==> config.mk <==
export PLATFORM = sky130hd
export DESIGN_NAME = sbrm_ctrl
export DESIGN_NICKNAME = d
export VERILOG_FILES = /design/src/design/sbrm_pkg.sv /design/src/design/sbrm_ctrl.sv
export SDC_FILE = /design/constraint.sdc
export NUM_CORES = 1
export LEC_CHECK = 0
export BUFFER_PORTS_ARGS = -buffer_cell sky130_fd_sc_hd__buf_4
export CAP_MARGIN = 10
export CORE_UTILIZATION = 36
export CTS_CLUSTER_SIZE = 28
export DETAILED_ROUTE_END_ITERATION = 8
export GPL_TIMING_DRIVEN = 0
export PLACE_DENSITY = 0.59
export REMOVE_ABC_BUFFERS = 1
export SYNTH_ARGS = -nofsm -noshare
export SYNTH_HDL_FRONTEND = slang
export SYNTH_SLANG_ARGS = --single-unit
==> constraint.sdc <==
create_clock -name clk -period 7.3 [get_ports clk]
set_input_delay 2.19 -clock clk [delete_from_list [all_inputs] [get_ports clk]]
set_output_delay 2.19 -clock clk [all_outputs]
set_load 0.05 [all_outputs]
==> src/design/sbrm_pkg.sv <==
// shared types and constants for the spectral bloom recurring-minimum block
// used by sbrm_ctrl, sbrm_dp and the top level; no dependencies
package sbrm_pkg;

	localparam int PRI_CELLS   = 1024;
	localparam int SEC_CELLS   = 256;
	localparam int PRI_AW      = 10;
	localparam int SEC_AW      = 8;
	localparam int EST_W       = 8;
	localparam int LANE_W      = 2;
	localparam int MAX_LANES   = 4;
	localparam int HITS_W      = 3;

	localparam int DEF_PRIMARY_WIDTH   = 8;
	localparam int DEF_SECONDARY_WIDTH = 8;
	localparam int DEF_NUM_HASHES      = 4;

	typedef enum logic [1:0] {
		OP_ADD    = 2'd0,
		OP_LOOKUP = 2'd1,
		OP_REMOVE = 2'd2,
		OP_CLEAR  = 2'd3
	} op_t;

	// controller to datapath
	typedef struct packed {
		logic load;
		logic clr;
		logic p_re;
		logic p_we;
		logic s_re;
		logic s_we;
		logic p_acc;
		logic s_acc;
		logic lane_rst;
		logic lane_inc;
		logic out_load;
	} cmd_t;

	// datapath to controller
	typedef struct packed {
		op_t  op;
		logic lane_last;
		logic clr_last;
		logic single;
		logic smin_nz;
	} sts_t;

endpackage

==> src/design/sbrm_ctrl.sv <==
// controller: sequences clearing sweep, counter updates and minimum scans
// depends on sbrm_pkg
module sbrm_ctrl import sbrm_pkg::*; (
	input  logic clk,
	input  logic arst_n,
	input  logic in_valid,
	output logic in_stall,
	output logic out_valid,
	input  logic out_stall,
	output cmd_t cmd,
	input  sts_t sts
);

	typedef enum logic [11:0] {
		ST_IDLE  = 12'b0000_0000_0001,
		ST_CLR   = 12'b0000_0000_0010,
		ST_P_RD  = 12'b0000_0000_0100,
		ST_P_WR  = 12'b0000_0000_1000,
		ST_PM_RD = 12'b0000_0001_0000,
		ST_PM_AC = 12'b0000_0010_0000,
		ST_P_CHK = 12'b0000_0100_0000,
		ST_S_RD  = 12'b0000_1000_0000,
		ST_S_AC  = 12'b0001_0000_0000,
		ST_S_CHK = 12'b0010_0000_0000,
		ST_SU_RD = 12'b0100_0000_0000,
		ST_SU_WR = 12'b1000_0000_0000
	} state_t;

	state_t state_q, state_d;
	logic   fin_q, fin_d;
	logic   out_valid_q;
	logic   out_free;

	assign in_stall  = (state_q != ST_IDLE) || fin_q;
	assign out_valid = out_valid_q;
	assign out_free  = !out_valid_q || !out_stall;

	always_comb begin
		state_d = state_q;
		fin_d   = fin_q;
		cmd     = '0;
		if (fin_q) begin
			if (out_free) begin
				cmd.out_load = 1'b1;
				fin_d        = 1'b0;
			end
		end else begin
			unique case (state_q)
				ST_IDLE: begin
					if (in_valid) begin
						cmd.load     = 1'b1;
						cmd.lane_rst = 1'b1;
						state_d      = ST_P_RD;
					end
				end
				ST_CLR: begin
					cmd.clr  = 1'b1;
					cmd.p_we = 1'b1;
					cmd.s_we = 1'b1;
					if (sts.clr_last) begin
						state_d = ST_IDLE;
						fin_d   = (sts.op == OP_CLEAR);
					end
				end
				ST_P_RD: begin
					// dispatch on the captured op
					unique case (sts.op)
						OP_CLEAR: begin
							state_d = ST_CLR;
						end
						OP_LOOKUP: begin
							state_d = ST_PM_RD;
						end
						default: begin
							cmd.p_re = 1'b1;
							state_d  = ST_P_WR;
						end
					endcase
				end
				ST_P_WR: begin
					cmd.p_we = 1'b1;
					if (sts.lane_last) begin
						cmd.lane_rst = 1'b1;
						state_d      = ST_PM_RD;
					end else begin
						cmd.lane_inc = 1'b1;
						state_d      = ST_P_RD;
					end
				end
				ST_PM_RD: begin
					cmd.p_re = 1'b1;
					state_d  = ST_PM_AC;
				end
				ST_PM_AC: begin
					cmd.p_acc = 1'b1;
					if (sts.lane_last) begin
						cmd.lane_rst = 1'b1;
						state_d      = ST_P_CHK;
					end else begin
						cmd.lane_inc = 1'b1;
						state_d      = ST_PM_RD;
					end
				end
				ST_P_CHK: begin
					state_d = sts.single ? ST_S_RD : ST_IDLE;
					fin_d   = !sts.single;
				end
				ST_S_RD: begin
					cmd.s_re = 1'b1;
					state_d  = ST_S_AC;
				end
				ST_S_AC: begin
					cmd.s_acc = 1'b1;
					if (sts.lane_last) begin
						cmd.lane_rst = 1'b1;
						state_d      = ST_S_CHK;
					end else begin
						cmd.lane_inc = 1'b1;
						state_d      = ST_S_RD;
					end
				end
				ST_S_CHK: begin
					if (sts.op == OP_ADD || (sts.op == OP_REMOVE && sts.smin_nz)) begin
						state_d = ST_SU_RD;
					end else begin
						state_d = ST_IDLE;
						fin_d   = 1'b1;
					end
				end
				ST_SU_RD: begin
					cmd.s_re = 1'b1;
					state_d  = ST_SU_WR;
				end
				ST_SU_WR: begin
					cmd.s_we = 1'b1;
					if (sts.lane_last) begin
						state_d = ST_IDLE;
						fin_d   = 1'b1;
					end else begin
						cmd.lane_inc = 1'b1;
						state_d      = ST_SU_RD;
					end
				end
				default: begin
					state_d = ST_IDLE;
				end
			endcase
		end
	end

	always_ff @(posedge clk or negedge arst_n) begin
		if (!arst_n) begin
			state_q     <= ST_CLR;
			fin_q       <= 1'b0;
			out_valid_q <= 1'b0;
		end else begin
			state_q <= state_d;
			fin_q   <= fin_d;
			if (cmd.out_load) begin
				out_valid_q <= 1'b1;
			end else if (!out_stall) begin
				out_valid_q <= 1'b0;
			end
		end
	end

`ifndef SYNTHESIS
	a_accept_leaves_idle: assert property (@(posedge clk) disable iff (!arst_n)
		(in_valid && !in_stall) |=> (state_q != ST_IDLE))
		else $error("accepted request did not start work");
	a_result_held: assert property (@(posedge clk) disable iff (!arst_n)
		(fin_q && out_valid_q && out_stall) |=> fin_q)
		else $error("result dropped while output stalled");
	a_sec_update_single: assert property (@(posedge clk) disable iff (!arst_n)
		(state_q == ST_SU_RD) |-> sts.single)
		else $error("secondary update without single minimum");
`endif

endmodule

Word level (Yosys, flattened, before mapping)
Index checks and enable logic that the tools add are counted.

Register bits: 14. Bits of input ports: 10. Output and inout port bits: 13.

Eq/ne operators: 19. Mux-type cells: 34. Bitwise operators: 1. Reduce and logical (&&, ||, !) cells: 15.

Operator list (count): $pmux W12 S12 (1); $mux W12 (2); $mux W11 (2); $mux W1 (20); $mux W10 (2); $eq A12 B1 Y1 const B (1); $eq A12 B10 Y1 const B (1); $eq A12 B11 Y1 const B (1); $eq A12 B12 Y1 const B (1); $eq A12 B2 Y1 const B (1); $eq A12 B3 Y1 const B (1); $eq A12 B4 Y1 const B (1); $eq A12 B5 Y1 const B (1); $eq A12 B6 Y1 const B (1); $eq A12 B7 Y1 const B (1); $eq A12 B8 Y1 const B (1); $eq A12 B9 Y1 const B (1); $ne A12 B1 Y1 const B (1); $pmux W5 S2 (1); $mux W8 (1); $reduce_or A2 Y1 (4); $mux W7 (1); $mux W5 (1); $eq A2 B2 Y1 const B (2); other kinds (13) (19).

Logic depth before layout (Yosys ltp)
Word-level depth: 6. Depth in mapped cells: 7. Gate-level depth less buffers: 5.

Worst setup path before layout
No wires, ideal clock.

Path type: input to output. Start: input port sts[3] (netlist bit). End: output port cmd[1] (netlist bit). Arrival time: 3.448 ns. Required time: 5.110 ns. Setup slack: 1.662 ns. Cell stages on the path: 2. Cell sequence: clkbuf_1 > nor3_1.

RTL lines: from (decl) (line sbrm_ctrl.sv:11) `input sts_t sts`; to (decl) (line sbrm_ctrl.sv:10) `output cmd_t cmd,`.

==> results.py <==
metrics = {
    "timing": {
        "setup-tns-final_ns": 0,
        "relSlewSlack_pct": 29.4,
        "fmax_mhz": 196,
        "grt_setup_unrepaired": "no",
        "endpoints_failing_setup": 0,
        "finalCritPeriodShare_pct": 69.8,
        "fin_skew_ns": 0.00746,
        "finalWorstPathRequiredPeriod_ns": 5.10,
        "worst_slack_on_hold_paths_ns": 0.525,
        "tightestPinTransition_ns": 1.05,
        "timing_hold_violations_final": 0,
        "slew_viol_final": 0,
    },
    "final_layout": {
        "relative_area_change_from_synthesis_to_final_layout_pct": 15.7,
        "layout-drive-gt1-share_pct": 26.8,
        "antenna_cells": 0,
        "fin_nets": 160,
        "stdcell_count": 180,
        "multi_input_comb_area_um2": 649,
        "final-seq-area_um2": 352,
        "fillCellCount": 286,
    },
    "cts": {
        "cts_htree_levels": 1,
        "cts_tree": "done",
        "clock_tree.root_cell": "sky130_fd_sc_hd__clkbuf_4",
        "sinks_on_the_clock_net": 14,
        "clk_pin_slew_worst_paths_ns": 0.09,
        "max-clock-path-buffers": 2,
        "hold_buffers": 0,
        "clock_insertion_delay_worst_skew_ns": 0.28,
        "cts.repair_timing.setup_buffer_count": 0,
        "cts_inserted_buffers": 3,
        "postCtsResizedCells": 0,
    },
    "power": {
        "vdd.ir_drop.worst_mv": 0.185,
        "power_per_cell_area_mw_per_mm2": 379,
        "total_power_w": 0.000477,
        "power_leakage_nw": 0.566,
    },
    "outcome": {
        "failing_checks": "DRC",
        "outcome": "finished with violations",
    },
    "setup_path": {
        "highest_net_fanout_along_the_worst_path": 9,
        "critPathKind": "reg -> out",
        "setup.worst_path.start_class": "flip-flop",
        "worst-endpoint-required_ns": 5.11,
        "critical_path_endpoint_category": "output pin",
        "arrival_ns": 2.91,
    },
    "hold_path": {
        "hold_path_class": "reg -> reg",
    },
    "place": {
        "placed_cells": 176,
        "global_placer_s_final_weighted_congestion": 0.890,
        "io_buffer_count": 22,
        "dp_hpwl_um": 2060,
    },
    "floorplan": {
        "core.rowCount": 19,
        "floorplan.core_area_mm2": 0.00281,
        "ioPinCount": 23,
        "floorplan.die.height_um": 57.0,
        "initial_standard_cell_utilization_of_the_core_pct": 38.8,
        "die_area_mm2": 0.00324,
        "dieWidth_um": 57.0,
    },
    "synth": {
        "top_cells_by_area_in_the_synthesized_netlist": "sky130_fd_sc_hd__dfrtp_1, sky130_fd_sc_hd__nor2_1, sky130_fd_sc_hd__nand2_1, sky130_fd_sc_hd__nand4_1, sky130_fd_sc_hd__or4_4",
        "synth_top_cell_by_area": "sky130_fd_sc_hd__dfrtp_1",
        "number_of_register_bits_inferred_by_synthesis": 14,
        "post-synth-top-area-fraction_pct": 29.9,
        "syn-mean-instance-area_um2": 8.18,
        "synth_compound_gate_area_share_pct": 18.9,
        "ys_types": 46,
        "largest_family_of_logic_cells_by_synthesized_area": "simple AND/OR/NAND/NOR gates",
        "synthMuxAreaShare_pct": 2.07,
        "synth_async_sr_flop_share_pct": 100,
        "yosys_warnings": 0,
        "synth_enable_flop_cells": 0,
        "synth_simple_gate_area_share_pct": 36.4,
        "synth_xor_area_share_pct": 2.42,
        "post_synth_instance_area_mm2": 0.00109,
        "main_synth_ff_type": "sky130_fd_sc_hd__dfrtp_1",
        "synth-adder-area-share_pct": 0,
        "synth.yosys.seq_area_share_pct": 32.3,
        "cells_after_synthesis": 133,
    },
    "run": {
        "maxCapViolations": 0,
    },
    "global_routing": {
        "gr-usage-all-layers_pct": 18.8,
        "globalRouteOverflowTotal": 0,
        "grt_max_degree": 22,
        "antenna_violations_before_repair": 0,
        "wire_length_of_the_first_global_routing_pass_um": 4710,
        "grt_pass1_vias": 1003,
    },
    "route": {
        "finalWirelength_um": 2820,
        "drt_iter0_markers": 61,
        "route.detailed.vias_per_inst": 5.96,
        "drc": 2,
        "routed-via-count": 1072,
        "firstDrtPassIters": 6,
        "wl_per_cell_um": 15.7,
        "route.antenna.remaining_nets": 0,
    },
}
stage by stage:
stage               util (%)  setup slack, ns  area [um^2]
CTS                     44.8             2.20         1260
finish                  44.8             2.20         1260
detailed placement      43.9             2.20         1230
global placement        43.9             2.20         1230
floorplan                  -             1.73         1030
global route            44.8             2.17         1260
state kept, by name (all words and copies together) (netlist names):
register / count
out_valid: 1
fin_q: 1
state_q: 12
worst max-delay path: stages, from the launching register on:
cell,delay (ns)
sky130_fd_sc_hd__dfrtp_1,0.48
sky130_fd_sc_hd__nor4_1,0.89
sky130_fd_sc_hd__nand4_1,0.46
sky130_fd_sc_hd__and4_1,0.34
sky130_fd_sc_hd__nor3_1,0.20
sky130_fd_sc_hd__buf_4,0.25
cells in the final DEF (no fill, tap or decap), types with 2 or more instances in the layout:
| cell | n |
|---|---|
| sky130_fd_sc_hd__or4_4 | 3 |
| sky130_fd_sc_hd__nor3b_1 | 2 |
| sky130_fd_sc_hd__nor2b_1 | 3 |
| sky130_fd_sc_hd__xnor2_1 | 2 |
| sky130_fd_sc_hd__o21ai_0 | 6 |
| sky130_fd_sc_hd__clkbuf_4 | 3 |
| sky130_fd_sc_hd__o31ai_1 | 3 |
| sky130_fd_sc_hd__a21o_1 | 2 |
| sky130_fd_sc_hd__o21ai_2 | 2 |
| sky130_fd_sc_hd__a21oi_1 | 6 |
| sky130_fd_sc_hd__nand4_1 | 6 |
| sky130_fd_sc_hd__nor3_1 | 5 |
| sky130_fd_sc_hd__nand2_1 | 13 |
| sky130_fd_sc_hd__nor4_1 | 2 |
| sky130_fd_sc_hd__nor2_1 | 14 |
| sky130_fd_sc_hd__buf_4 | 22 |
| sky130_fd_sc_hd__nor4b_1 | 3 |
| sky130_fd_sc_hd__dfrtp_1 | 13 |
| sky130_fd_sc_hd__mux2_2 | 2 |
| sky130_fd_sc_hd__inv_1 | 7 |
| sky130_fd_sc_hd__nand3_1 | 6 |
cell usage after synthesis (2+ instances only):
library cell,instances
sky130_fd_sc_hd__dfrtp_1,13
sky130_fd_sc_hd__nor4b_1,3
sky130_fd_sc_hd__nand3_1,6
sky130_fd_sc_hd__a21oi_1,6
sky130_fd_sc_hd__nor3_1,5
sky130_fd_sc_hd__clkbuf_1,4
sky130_fd_sc_hd__nand2_1,13
sky130_fd_sc_hd__or4_4,3
sky130_fd_sc_hd__buf_2,3
sky130_fd_sc_hd__mux2_2,2
sky130_fd_sc_hd__o21ai_2,2
sky130_fd_sc_hd__buf_6,2
sky130_fd_sc_hd__nor2b_1,3
sky130_fd_sc_hd__nand4_1,6
sky130_fd_sc_hd__a21o_1,2
sky130_fd_sc_hd__inv_1,7
sky130_fd_sc_hd__nor2_1,14
sky130_fd_sc_hd__xnor2_1,2
sky130_fd_sc_hd__nor3b_1,2
sky130_fd_sc_hd__o21ai_0,6
sky130_fd_sc_hd__o31ai_1,3
sky130_fd_sc_hd__nor4_1,2
cell type report:
| class | instances | area share, % |
|---|---|---|
| multi-input combinational | 102 | 51.6 |
| sequential | 14 | 28.0 |
| timing repair buffer | 22 | 13.1 |
| tap | 31 | 3.08 |
| clock buffer | 4 | 2.09 |
| inverter | 7 | 2.09 |
power breakdown:
part           internal (W)  switching, W  total [W]  leakage (nW)
logic              0.000110      0.000183   0.000293         0.366
registers         0.0000965     0.0000391   0.000136         0.185
clock network     0.0000212     0.0000265  0.0000477        0.0150
total              0.000228      0.000249   0.000477         0.566
kinds of logic after synthesis:
| group | after synthesis |
|---|---|
| AND/OR/NAND/NOR | 67 |
| multiplexers | 2 |
| XOR/XNOR | 3 |
| flip-flops | 14 |
| buffers and inverters | 17 |
| AO/OA/AOI/OAI | 30 |
per-layer routing:
| metal | up-vias | part of all wire [%] | track usage [%] |
|---|---|---|---|
| li1 | 516 | - | - |
| met1 | 515 | 47 | 27.0 |
| met2 | 35 | 47 | 27.7 |
| met3 | 6 | 4.3 | 2.95 |
| met4 | 0 | 1.5 | 8.36 |
| met5 | - | 0 | 0 |
worst paths after layout:
kind,startpoint,endpoint,slack (ns),cells past startpoint
setup / recovery,state_q[7],cmd[1],2.20,5
hold / removal,out_valid,out_valid,0.52,1
setup reg to reg,state_q[7],state_q[2],4.50,4
hold reg to reg,out_valid,out_valid,0.52,1
max in group asynchronous,arst_n,state_q[1],5.30,1
min in group asynchronous,arst_n,state_q[5],1.74,1
Power figures use the tool's default switching activity.
